--- src/rtl/eia_pkg.sv ---
package eia_pkg;

  localparam int unsigned REQ_W    = 3;
  localparam int unsigned ID_W     = 11;
  localparam int unsigned SIG_W    = 32;
  localparam int unsigned COMP_W   = 5;
  localparam int unsigned STATUS_W = 2;

  localparam int unsigned MAX_ENTITIES_DEF   = 1024;
  localparam int unsigned NUM_COMPONENTS_DEF = 32;

  localparam logic [REQ_W-1:0] REQ_ALLOC = 3'd0;
  localparam logic [REQ_W-1:0] REQ_FREE  = 3'd1;
  localparam logic [REQ_W-1:0] REQ_WRITE = 3'd2;
  localparam logic [REQ_W-1:0] REQ_SET   = 3'd3;
  localparam logic [REQ_W-1:0] REQ_CLEAR = 3'd4;
  localparam logic [REQ_W-1:0] REQ_QUERY = 3'd5;

  localparam logic [STATUS_W-1:0] ST_OK      = 2'd0;
  localparam logic [STATUS_W-1:0] ST_UNKNOWN = 2'd1;
  localparam logic [STATUS_W-1:0] ST_FULL    = 2'd2;

  typedef enum logic [2:0] {
    OP_ALLOC,
    OP_FREE,
    OP_WRITE,
    OP_SET,
    OP_CLEAR,
    OP_QUERY
  } op_e;

  typedef struct packed {
    op_e              op;
    logic             id_ok;
    logic [ID_W-1:0]  id;
    logic [SIG_W-1:0] operand;
  } cmd_t;

  typedef struct packed {
    logic clearing;
    logic pop;
  } bk_status_t;

endpackage

--- src/rtl/eia_front.sv ---
module eia_front #(
  parameter int unsigned MAX_ENTITIES   = eia_pkg::MAX_ENTITIES_DEF,
  parameter int unsigned NUM_COMPONENTS = eia_pkg::NUM_COMPONENTS_DEF
) (
  input  logic                         clk_i,
  input  logic                         rst_ni,
  input  logic                         start,
  output logic                         busy,
  input  logic [eia_pkg::REQ_W-1:0]    req_type_i,
  input  logic [eia_pkg::ID_W-1:0]     entity_id_i,
  input  logic [eia_pkg::SIG_W-1:0]    signature_in_i,
  input  logic [eia_pkg::COMP_W-1:0]   component_index_i,
  input  eia_pkg::bk_status_t          bk_status_i,
  output eia_pkg::cmd_t                head_o,
  output logic                         head_valid_o
);
  import eia_pkg::*;

  localparam logic [SIG_W-1:0] SigMask = (NUM_COMPONENTS >= 32) ? {SIG_W{1'b1}} :
      SIG_W'((64'd1 << NUM_COMPONENTS) - 64'd1);

  cmd_t       q_mem [2];
  logic       wr_ptr_q, wr_ptr_d;
  logic       rd_ptr_q, rd_ptr_d;
  logic [1:0] cnt_q, cnt_d;
  logic       push;
  cmd_t       cmd;
  logic [SIG_W-1:0] bit_mask;

  assign busy         = bk_status_i.clearing | (cnt_q == 2'd2);
  assign push         = start & ~busy;
  assign head_o       = q_mem[rd_ptr_q];
  assign head_valid_o = (cnt_q != 2'd0);

  always_comb begin
    if (32'(component_index_i) < 32'(NUM_COMPONENTS)) begin
      bit_mask = SIG_W'(1) << component_index_i;
    end else begin
      bit_mask = '0;
    end
    cmd.id      = entity_id_i;
    cmd.id_ok   = (entity_id_i != '0) && (32'(entity_id_i) <= 32'(MAX_ENTITIES));
    cmd.operand = bit_mask;
    case (req_type_i)
      REQ_ALLOC: cmd.op = OP_ALLOC;
      REQ_FREE:  cmd.op = OP_FREE;
      REQ_WRITE: begin
        cmd.op      = OP_WRITE;
        cmd.operand = signature_in_i & SigMask;
      end
      REQ_SET:   cmd.op = OP_SET;
      REQ_CLEAR: cmd.op = OP_CLEAR;
      REQ_QUERY: cmd.op = OP_QUERY;
      default:   cmd.op = OP_QUERY;
    endcase
  end

  always_comb begin
    wr_ptr_d = wr_ptr_q;
    rd_ptr_d = rd_ptr_q;
    cnt_d    = cnt_q;
    if (push) begin
      wr_ptr_d = ~wr_ptr_q;
    end
    if (bk_status_i.pop) begin
      rd_ptr_d = ~rd_ptr_q;
    end
    case ({push, bk_status_i.pop})
      2'b10:   cnt_d = cnt_q + 2'd1;
      2'b01:   cnt_d = cnt_q - 2'd1;
      default: cnt_d = cnt_q;
    endcase
  end

  always_ff @(posedge clk_i) begin
    if (push) begin
      q_mem[wr_ptr_q] <= cmd;
    end
  end

  always_ff @(posedge clk_i or negedge rst_ni) begin
    if (!rst_ni) begin
      wr_ptr_q <= 1'b0;
      rd_ptr_q <= 1'b0;
      cnt_q    <= 2'd0;
    end else begin
      wr_ptr_q <= wr_ptr_d;
      rd_ptr_q <= rd_ptr_d;
      cnt_q    <= cnt_d;
    end
  end

endmodule

--- config.mk ---
export PLATFORM = sky130hd
export DESIGN_NAME = eia_front
export DESIGN_NICKNAME = d
export VERILOG_FILES = /design/src/rtl/eia_pkg.sv /design/src/rtl/eia_front.sv
export SDC_FILE = /design/constraint.sdc
export NUM_CORES = 1
export LEC_CHECK = 0
export ABC_AREA = 0
export BUFFER_PORTS_ARGS = -buffer_cell sky130_fd_sc_hd__buf_2
export CAP_MARGIN = 20
export CORE_ASPECT_RATIO = 1.5
export CORE_MARGIN = 5
export CORE_UTILIZATION = 40
export CTS_CLUSTER_SIZE = 24
export DETAILED_ROUTE_END_ITERATION = 6
export HOLD_SLACK_MARGIN = 0.15
export PLACE_DENSITY = 0.7
export SLEW_MARGIN = 0
export SYNTH_ARGS = -nofsm -noshare
export SYNTH_HDL_FRONTEND = slang
export SYNTH_SLANG_ARGS = --single-unit
--- constraint.sdc ---
create_clock -name clk_i -period 3.35 [get_ports clk_i]
set_input_delay 0.5025 -clock clk_i [delete_from_list [all_inputs] [get_ports clk_i]]
set_output_delay 0.5025 -clock clk_i [all_outputs]
set_load 0.01 [all_outputs]
== After elaboration in Yosys (flattened, before gate mapping) ==
Memory sizes are Yosys's and may differ from the RTL's.
Index checks and enable logic that the tools add are counted.

* Output and inout bits: 49
* Memory bits (writable): 94
* Input port bits: 56
* Register bits: 4
* Memories: 1

{| class="wikitable"
|+ Memory list
! memory !! depth !! width !! rd ports !! clocked after memory_dff !! wr ports !! line !! RTL
|-
| q_mem || 2 || 47 || 1 || 0 || 1 || eia_front.sv:22 || <nowiki>cmd_t q_mem [2];</nowiki>
|}

* Shift-type cells: 1
* Mux-type cells: 5
* Equality and inequality tests: 7
* $add $sub $neg: 2
* Order comparisons: 1
* Bitwise gates (word level): 5
* Reduce and logical (&&, ||, !) cells: 5

{| class="wikitable"
|+ Operators with widths
! kind !! count
|-
| 2-to-1 mux 32 bit || 1
|-
| << shifter 1 x 5 -> 32 bit (first input constant) || 1
|-
| one-hot mux 3 bit (5 select lines) || 1
|-
| <= comparator 11 bit (second input constant) || 1
|-
| nonzero test 11 bit || 1
|-
| == test 3 x 2 -> 1 bit (second input constant) || 2
|-
| == test 2 bit (second input constant) || 2
|-
| one-hot mux 2 bit (2 select lines) || 1
|-
| nonzero test 2 bit || 2
|-
| == test 3 x 1 -> 1 bit (second input constant) || 1
|-
| == test 3 bit (second input constant) || 1
|-
| logical NOT 3 bit || 1
|-
| NOT 1 bit || 3
|-
| adder 2 x 1 -> 2 bit (second input constant) || 1
|-
| == test 2 x 1 -> 1 bit (second input constant) || 1
|-
| 2-to-1 mux 1 bit || 2
|-
| subtractor 2 x 1 -> 2 bit (second input constant) || 1
|-
| AND 1 bit || 1
|-
| logical AND 1 bit || 1
|-
| bitwise OR 1 bit || 1
|}

== Logic depth before layout (Yosys ltp) ==
Gate-level depths: netlist (run 1).

* Word-level depth: 6
* Mapped depth: 6
* Depth with buffers taken out: 6

== Worst setup path after synthesis (run 1) ==
OpenSTA, ideal clock, no wires.

* Path type: input-to-reg
* Start point: input bk_status_i[1] (netlist bit)
* End point: memory q_mem[0][0] (netlist bit) (enable)
* Data required time: 2898 ps
* Path buffers: 0
* Setup time: 452 ps
* Path slack: 187 ps
* Stages on the path: 3
* Data arrival time: 2711 ps
* Cell sequence: inv_1 > o211ai_1 > nor2_1

* Word-level cells in the longest chain between the ends: 5

{| class="wikitable"
|+ RTL lines
! element !! line !! RTL
|-
| start, declared || eia_front.sv:13 || <nowiki>input eia_pkg::bk_status_t bk_status_i,</nowiki>
|-
| bitwise OR 1 bit || eia_front.sv:30 || <nowiki>assign busy = bk_status_i.clearing | (cnt_q == 2'd2);</nowiki>
|-
| NOT 1 bit || eia_front.sv:31 || <nowiki>assign push = start & ~busy;</nowiki>
|-
| AND 1 bit || eia_front.sv:31 ||
|-
| 2-to-1 mux 1 bit || eia_front.sv:76 || <nowiki>if (push) begin</nowiki>
|-
| 2-to-1 mux 1 bit (not written as such) || eia_front.sv:77 || <nowiki>q_mem[wr_ptr_q] <= cmd;</nowiki>
|-
| end, declared || eia_front.sv:22 ||
|}

No other way between the ends.

==> results by group, run 1 <==
Synthesis
  – EDFF count, synth: 94
  – Share of synthesized registers carrying an async set or reset: 0.0408
  – Mapped Cells: 244
  – Largest cells by area after synthesis: sky130_fd_sc_hd__edfxtp_1 (69%), sky130_fd_sc_hd__mux2_2 (13%), sky130_fd_sc_hd__a22o_1 (2.6%), sky130_fd_sc_hd__dfrtp_1 (2.4%), sky130_fd_sc_hd__nand2_1 (1.6%)
  – Cell area after synthesis: 4120 µm²
  – Number of nets produced by synthesis: 301
  – Per-instance average area after synthesis: 16.9 µm²
  – Seq/Total Area, Yosys: 0.710
  – Number of unique standard cell types used by synthesis: 30
  – Area share of the largest cell type after synthesis: 0.685
  – Syn. warnings: 0
  – Leading area contributor after synthesis: sky130_fd_sc_hd__edfxtp_1
  – Register bit count reported by yosys: 98
  – Commonest register cell after synthesis: sky130_fd_sc_hd__edfxtp_1

Layout
  – Diode insertion count for antenna repair: 0
  – Register area: 2920 µm²
  – Most common library cell in the layout ignoring fill and taps: sky130_fd_sc_hd__buf_2
  – Filler Cells Inserted: 879
  – Top library cells by usage in the layout, fill and taps aside: sky130_fd_sc_hd__buf_2 (104), sky130_fd_sc_hd__edfxtp_1 (94), sky130_fd_sc_hd__mux2_2 (47)
  – Final layout net count: 411
  – Fraction of layout instances using a drive strength above 1: 0.510
  – Synthesis-to-layout area growth: 23.5%
  – Area of the multi-input gates: 1140 µm²

Status
  – Run status: finished clean

Worst setup path
  – Sort of element at the end of the critical path: output port
  – Crit. Startpoint: rd_ptr_q$_DFFE_PN0P_
  – Crit Path Max Fanout: 32
  – R2R Path End: q_mem[1][14]$_DFFE_PP_
  – Startpoint kind of the worst setup timing path: register
  – Worst r2r src: cnt_q[1]$_DFFE_PN0P_
  – Critical setup path kind: register to output port
  – Depth of the most critical reg-to-reg path: 4
  – Register-to-register setup slack: 1.45 ns
  – Critical path required time: 2.85 ns
  – Crit path arrival time: 2.00 ns

CTS
  – TritonCTS clock tree: done
  – Clock slew at the register clock pins of the worst setup and hold paths: 0.06 ns
  – Count of buffers added by post-CTS timing repair for setup: 0
  – Clock root buffer master: sky130_fd_sc_hd__clkbuf_16
  – Num Clock Sinks: 98
  – H-Tree Level Count: 3
  – Maximum clock insertion buffer count: 2
  – Worst-Skew Late Latency: 0.33 ns
  – CTS buffer count: 9

Global routing
  – Via count of the first global-routing pass: 2644
  – First-pass GRT wire length: 13700 µm
  – Total routing usage reported by global routing: 0.148
  – Total global routing overflow: 0
  – Maximum number of pins on one net before global-route repair: 34
  – Initial antenna violation count: 0

Detailed routing
  – Number of detailed-route iterations in the first pass: 4
  – Routed wire length: 8870 µm
  – Number of DRC markers in iteration 0: 108
  – Drt wl/cell: 18.6 µm
  – Post-detailed-route DRC marker count: 0
  – ANT nets after route: 0
  – Count of vias placed by the detailed router: 2519
  – Per-cell via count in the routed design: 5.29

Power
  – Leakage power: 1.90 nW
  – Internal: 2.50 mW
  – Total Power Consumption: 3.49 mW
  – Combinational Power Share: 0.269
  – Switching power share of the total: 0.284
  – Clock Power Share: 0.258
  – Power density over cell area: 687 nW/µm²
  – Maximum vdd ir drop: 298 µV
  – Power dissipated by switching net loads: 0.991 mW
  – Part of the total power dissipated in sequential elements: 0.473

Floorplan
  – Die height: 134 µm
  – Starting density of the core: 0.409
  – Area of the core region: 10100 µm²
  – Overall die width: 92.9 µm
  – Overall die area: 12500 µm²
  – Standard-cell rows: 45
  – Number of I/O pins: 105

Min path
  – Worst hold path endpoint: rd_ptr_q$_DFFE_PN0P_
  – Class of the worst hold path: primary input to register
  – Number of cells on the worst hold path: 2
  – Hold path startpoint: bk_status_i[0]

Placed design
  – Final Wtd Congestion: 0.819
  – Detailed placement HPWL: 6370 µm
  – Number of port buffers: 104

Timing
  – Worst clock skew: 0.00521 ns
  – Slew headroom: 0.495
  – Setup repair after global routing missed its margin: no
  – Hold violation count in the final report: 0
  – Max Clock Freq: 399 MHz
  – Min Clock Period, post-route: 2.51 ns
  – Portion of the clock cycle consumed by the worst path in the final layout: 0.748
  – Max Transition Viols Final: 0
  – Min Hold Slack: 0.368 ns
  – Worst Tran Pin Value: 0.757 ns
  – Setup TNS: 0 ns
  – Final-report setup violation count: 0

Flow run
  – Max Cap Violations: 0
==> state kept, by name, indices dropped and copies added (netlist names) <==
register	cells
rd_ptr_q	1
wr_ptr_q	1
q_mem	94
cnt_q	2
==> power groups by stage <==
| stage | clock network, mW | registers [mW] | logic (mW) |
|---|---|---|---|
| 3_5_place_dp | 0 | 1.68 | 0.956 |
| 5_1_grt | 0.979 | 1.68 | 1.02 |
| 6_report | 0.901 | 1.65 | 0.940 |
| 2_1_floorplan | 0 | 1.60 | 0.651 |
| 4_1_cts | 0.927 | 1.66 | 0.964 |
| 3_3_place_gp | 0 | 1.68 | 0.950 |
==> cell usage after synthesis (2+ instances only) <==
master,n
sky130_fd_sc_hd__nor4bb_4,2
sky130_fd_sc_hd__mux2_2,47
sky130_fd_sc_hd__or2_2,2
sky130_fd_sc_hd__xor2_1,2
sky130_fd_sc_hd__nor2b_1,3
sky130_fd_sc_hd__buf_2,8
sky130_fd_sc_hd__nor4_1,2
sky130_fd_sc_hd__edfxtp_1,94
sky130_fd_sc_hd__o21ai_2,4
sky130_fd_sc_hd__nand2b_1,2
sky130_fd_sc_hd__nor2_1,5
sky130_fd_sc_hd__nand2_1,18
sky130_fd_sc_hd__or4b_1,2
sky130_fd_sc_hd__a32o_1,4
sky130_fd_sc_hd__clkbuf_1,3
sky130_fd_sc_hd__xnor2_1,4
sky130_fd_sc_hd__a22o_1,12
sky130_fd_sc_hd__inv_1,3
sky130_fd_sc_hd__o21ai_0,13
sky130_fd_sc_hd__dfrtp_1,4
==> stage by stage <==
step | std cells | util | setup WS (ns) | instance area [µm²]
after global routing | 476 | 0.505 | 0.725 | 5090
after global placement | 459 | 0.478 | 1.16 | 4820
after CTS | 476 | 0.505 | 0.783 | 5090
final | 476 | 0.505 | 0.845 | 5090
after floorplan | 244 | - | 0.187 | 4120
after detailed placement | 459 | 0.478 | 1.17 | 4820
==> critical path, stage by stage (launching register included) <==
cell and delay (ns):
sky130_fd_sc_hd__dfrtp_2 0.86, sky130_fd_sc_hd__buf_4 0.31, sky130_fd_sc_hd__mux2_2 0.35, sky130_fd_sc_hd__buf_2 0.14
==> logic make-up (layout without fill, tap and decap cells) <==
| kind of cell | count (synthesis) | count (layout) | synth area share |
|---|---|---|---|
| multiplexers | 47 | 47 | 0.128 |
| AND/OR/NAND/NOR | 42 | 42 | 0.0650 |
| adder cells (fa/ha/maj) | 1 | 1 | 0.00304 |
| AO/OA/AOI/OAI | 35 | 35 | 0.0632 |
| flip-flops | 98 | 98 | 0.710 |
| buffers and inverters | 15 | 130 | 0.0179 |
| XOR/XNOR | 6 | 6 | 0.0128 |
==> area by class of cell <==
| type | count | area share |
|---|---|---|
| multi-input cells | 131 | 0.225 |
| flip-flops and latches | 98 | 0.575 |
| repair buffers | 111 | 0.118 |
| well taps | 117 | 0.0288 |
| clock buffers | 9 | 0.0443 |
| clock inverters | 7 | 0.00713 |
| inverters | 3 | 0.00221 |
==> worst max path at each step <==
stage / to / slack [ns] / cells past startpoint
floorplan: q_mem[0][0]$_DFFE_PP_ / 0.19 / 3
global placement: head_o[32] / 1.16 / 3
detailed placement: head_o[46] / 1.17 / 3
CTS: head_o[46] / 0.78 / 3
global route: head_o[46] / 0.73 / 3
finish: head_o[46] / 0.84 / 3
==> per-layer routing <==
layer | vias to the layer above | wire [µm] | part of all wire | track usage
met5 | - | 0 | 0 | 0
met4 | 0 | 261 | 0.029 | 0.0766
met3 | 21 | 335 | 0.038 | 0.0258
met2 | 82 | 5010 | 0.56 | 0.271
met1 | 1241 | 3270 | 0.37 | 0.160
li1 | 1175 | - | - | -
==> timing repair <==
item	in CTS	in global routing
hold endpoints to repair	4	0
gates resized for setup	0	0
hold buffers	1	0
Power figures use the tool's default switching activity.
==> inputs of run 2 (changes only) <==
Settings changed: ABC_AREA 0 to 1, PLACE_DENSITY 0.7 to 0.72.
Clock period 3.35 ns to 2.1 ns, I/O delays scaled along.
==> results by group, run 2 <==
Detailed routing
  – Drt wl/cell: 16.1 µm
  – Post-detailed-route DRC marker count: 0
  – Number of detailed-route iterations in the first pass: 4
  – Routed wire length: 8730 µm
  – Number of DRC markers in iteration 0: 142
  – Count of vias placed by the detailed router: 2611
  – ANT nets after route: 0
  – Per-cell via count in the routed design: 4.82

Synthesis
  – Area share of the largest cell type after synthesis: 0.640
  – Mapped Cells: 286
  – Commonest register cell after synthesis: sky130_fd_sc_hd__edfxtp_1
  – Register bit count reported by yosys: 98
  – Leading area contributor after synthesis: sky130_fd_sc_hd__edfxtp_1
  – Top cells by instance count after synthesis: sky130_fd_sc_hd__edfxtp_1 (94), sky130_fd_sc_hd__nand2_1 (39), sky130_fd_sc_hd__mux2_2 (27), sky130_fd_sc_hd__o21ai_2 (26), sky130_fd_sc_hd__mux2_4 (20)
  – Cell with the most instances after synthesis: sky130_fd_sc_hd__edfxtp_1
  – Number of unique standard cell types used by synthesis: 25
  – Per-instance average area after synthesis: 15.4 µm²
  – Syn. warnings: 0
  – Share of synthesized registers carrying an async set or reset: 0.0408
  – Seq/Total Area, Yosys: 0.663
  – Largest cells by area after synthesis: sky130_fd_sc_hd__edfxtp_1 (64%), sky130_fd_sc_hd__mux2_2 (6.9%), sky130_fd_sc_hd__mux2_4 (6.8%), sky130_fd_sc_hd__o21ai_2 (5.2%), sky130_fd_sc_hd__nand2_1 (3.3%)
  – EDFF count, synth: 94
  – Cell area after synthesis: 4410 µm²
  – Number of nets produced by synthesis: 343

CTS
  – Maximum clock insertion buffer count: 2
  – Count of buffers added by post-CTS timing repair for setup: 0
  – Clock slew at the register clock pins of the worst setup and hold paths: 0.06 ns
  – Num Clock Sinks: 98
  – Clock root buffer master: sky130_fd_sc_hd__clkbuf_16
  – H-Tree Level Count: 3
  – TritonCTS clock tree: done
  – Worst-Skew Late Latency: 0.33 ns
  – Post-cts sizing count: 0
  – CTS buffer count: 9

Floorplan
  – Overall die area: 13300 µm²
  – Overall die width: 95.8 µm
  – Number of I/O pins: 105
  – Die height: 139 µm
  – Standard-cell rows: 47
  – Area of the core region: 10900 µm²
  – Starting density of the core: 0.403

Timing
  – Final setup slack of the worst path: 0.208 ns
  – Worst Tran Pin Value: 0.342 ns
  – Setup repair after global routing missed its margin: no
  – Portion of the clock cycle consumed by the worst path in the final layout: 0.901
  – Final-report setup violation count: 0
  – Min Clock Period, post-route: 1.89 ns
  – Worst clock skew: 0.00574 ns
  – Max Transition Viols Final: 0
  – Setup TNS: 0 ns
  – Max Clock Freq: 529 MHz
  – Hold violation count in the final report: 0
  – Slew headroom: 0.772

Status
  – Run status: finished clean

Min path
  – Class of the worst hold path: primary input to register

Layout
  – Fraction of layout instances using a drive strength above 1: 0.514
  – Layout Utilization: 0.489
  – Top library cells by usage in the layout, fill and taps aside: sky130_fd_sc_hd__buf_2 (104), sky130_fd_sc_hd__edfxtp_1 (94), sky130_fd_sc_hd__nand2_1 (39)
  – Cell area after layout: 5350 µm²
  – Biggest registers after layout: q_mem (94), cnt_q (2)
  – Final instance count without filler cells: 542
  – Diode insertion count for antenna repair: 0
  – Max FFs per register: 94
  – Final layout net count: 448
  – Most common library cell in the layout ignoring fill and taps: sky130_fd_sc_hd__buf_2
  – Synthesis-to-layout area growth: 21.3%
  – Register with the most flip-flops: q_mem

Power
  – Leakage power: 2.08 nW
  – Power density over cell area: 1120 nW/µm²
  – Maximum vdd ir drop: 431 µV

Global routing
  – Total global routing overflow: 0
  – Initial antenna violation count: 0
  – Total routing usage reported by global routing: 0.137
  – First-pass GRT wire length: 13600 µm
  – Maximum number of pins on one net before global-route repair: 48
  – Via count of the first global-routing pass: 2781

Worst setup path
  – Critical setup path kind: register to output port
  – Sort of element at the end of the critical path: output port
  – Startpoint kind of the worst setup timing path: register
  – Crit path arrival time: 1.58 ns
  – Critical path required time: 1.78 ns
  – Crit Path Max Fanout: 22

Placed design
  – Detailed placement HPWL: 6490 µm
  – Worst slack after detailed placement: 0.432 ns
  – Number of port buffers: 104
  – Final Wtd Congestion: 0.807
  – DP Cell Count: 526
  – Placed Instance Area: 5030 µm²

Flow run
  – Max Cap Violations: 0
## run 2: cell types whose count changed after synthesis, moves of 11 or more
cell,previous run,this run
sky130_fd_sc_hd__o21ai_2,4,26
sky130_fd_sc_hd__nand2_1,18,39
sky130_fd_sc_hd__mux2_2,47,27
sky130_fd_sc_hd__mux2_4,0,20
sky130_fd_sc_hd__nand4_1,0,16
sky130_fd_sc_hd__a22o_1,12,0
sky130_fd_sc_hd__o21ai_0,13,2
## run 2: final timing paths
path / startpoint / end / slack (ns) / cells past startpoint
worst max-delay path: rd_ptr_q$_DFFE_PN0P_ / head_o[43] / 0.21 / 3
worst max register to register: cnt_q[0]$_DFFE_PN0P_ / cnt_q[1]$_DFFE_PN0P_ / 0.40 / 7
worst min-delay path: bk_status_i[0] / rd_ptr_q$_DFFE_PN0P_ / 0.18 / 2
max in group asynchronous: rst_ni / rd_ptr_q$_DFFE_PN0P_ / 1.64 / 2
min in group asynchronous: rst_ni / cnt_q[1]$_DFFE_PN0P_ / 0.32 / 2
worst min register to register: cnt_q[0]$_DFFE_PN0P_ / cnt_q[0]$_DFFE_PN0P_ / 0.53 / 1
## run 2: metal layers
layer	vias up	GRT usage	wire length, µm
met2	87	0.244	4950
met1	1246	0.148	3190
met4	0	0.0547	140
met5	-	0	0
li1	1268	-	-
met3	10	0.0391	444
## run 2: timing repair
action,4_1_cts,5_1_grt
setup endpoints to repair,0,0
hold buffers,1,0
endpoints found under the hold margin,4,0
## run 2: cell type report
cell class,count,area [µm²]
fill,988,5590
clock buffer,11,233
inverter,13,51.3
tap,147,184
timing repair buffer,109,598
sequential,98,2920
clock inverter,4,76.3
multi-input combinational,160,1290
## run 2: worst max-delay path, stage by stage (launching register included)
cell                      delay (ns)
sky130_fd_sc_hd__dfrtp_2        0.38
sky130_fd_sc_hd__buf_4          0.34
sky130_fd_sc_hd__mux2_2         0.38
sky130_fd_sc_hd__buf_2          0.14
## run 2: logic make-up (layout without fill, tap and decap cells)
logic type,after synthesis,in the layout,share of synthesized area
compound gates,34,34,0.0613
buf+inv,28,137,0.0493
flops,98,98,0.663
xor+xnor,4,4,0.00794
fa+ha+maj,1,1,0.00284
mux,47,47,0.137
simple gates,74,74,0.0791
## run 2: metrics by stage
stage | hold WS (ns) | total power, mW
2_1_floorplan | 0.0194 | 3.78
3_3_place_gp | 0.125 | 4.35
3_5_place_dp | 0.125 | 4.39
4_1_cts | 0.170 | 6.08
5_1_grt | 0.163 | 6.30
6_report | 0.183 | 5.99
## run 2: power by group
part	leakage [nW]	switching [mW]	total (mW)	internal, mW
Combinational	1.01	0.927	1.79	0.865
Sequential	0.923	0.0815	2.52	2.44
Clock	0.146	0.639	1.68	1.04
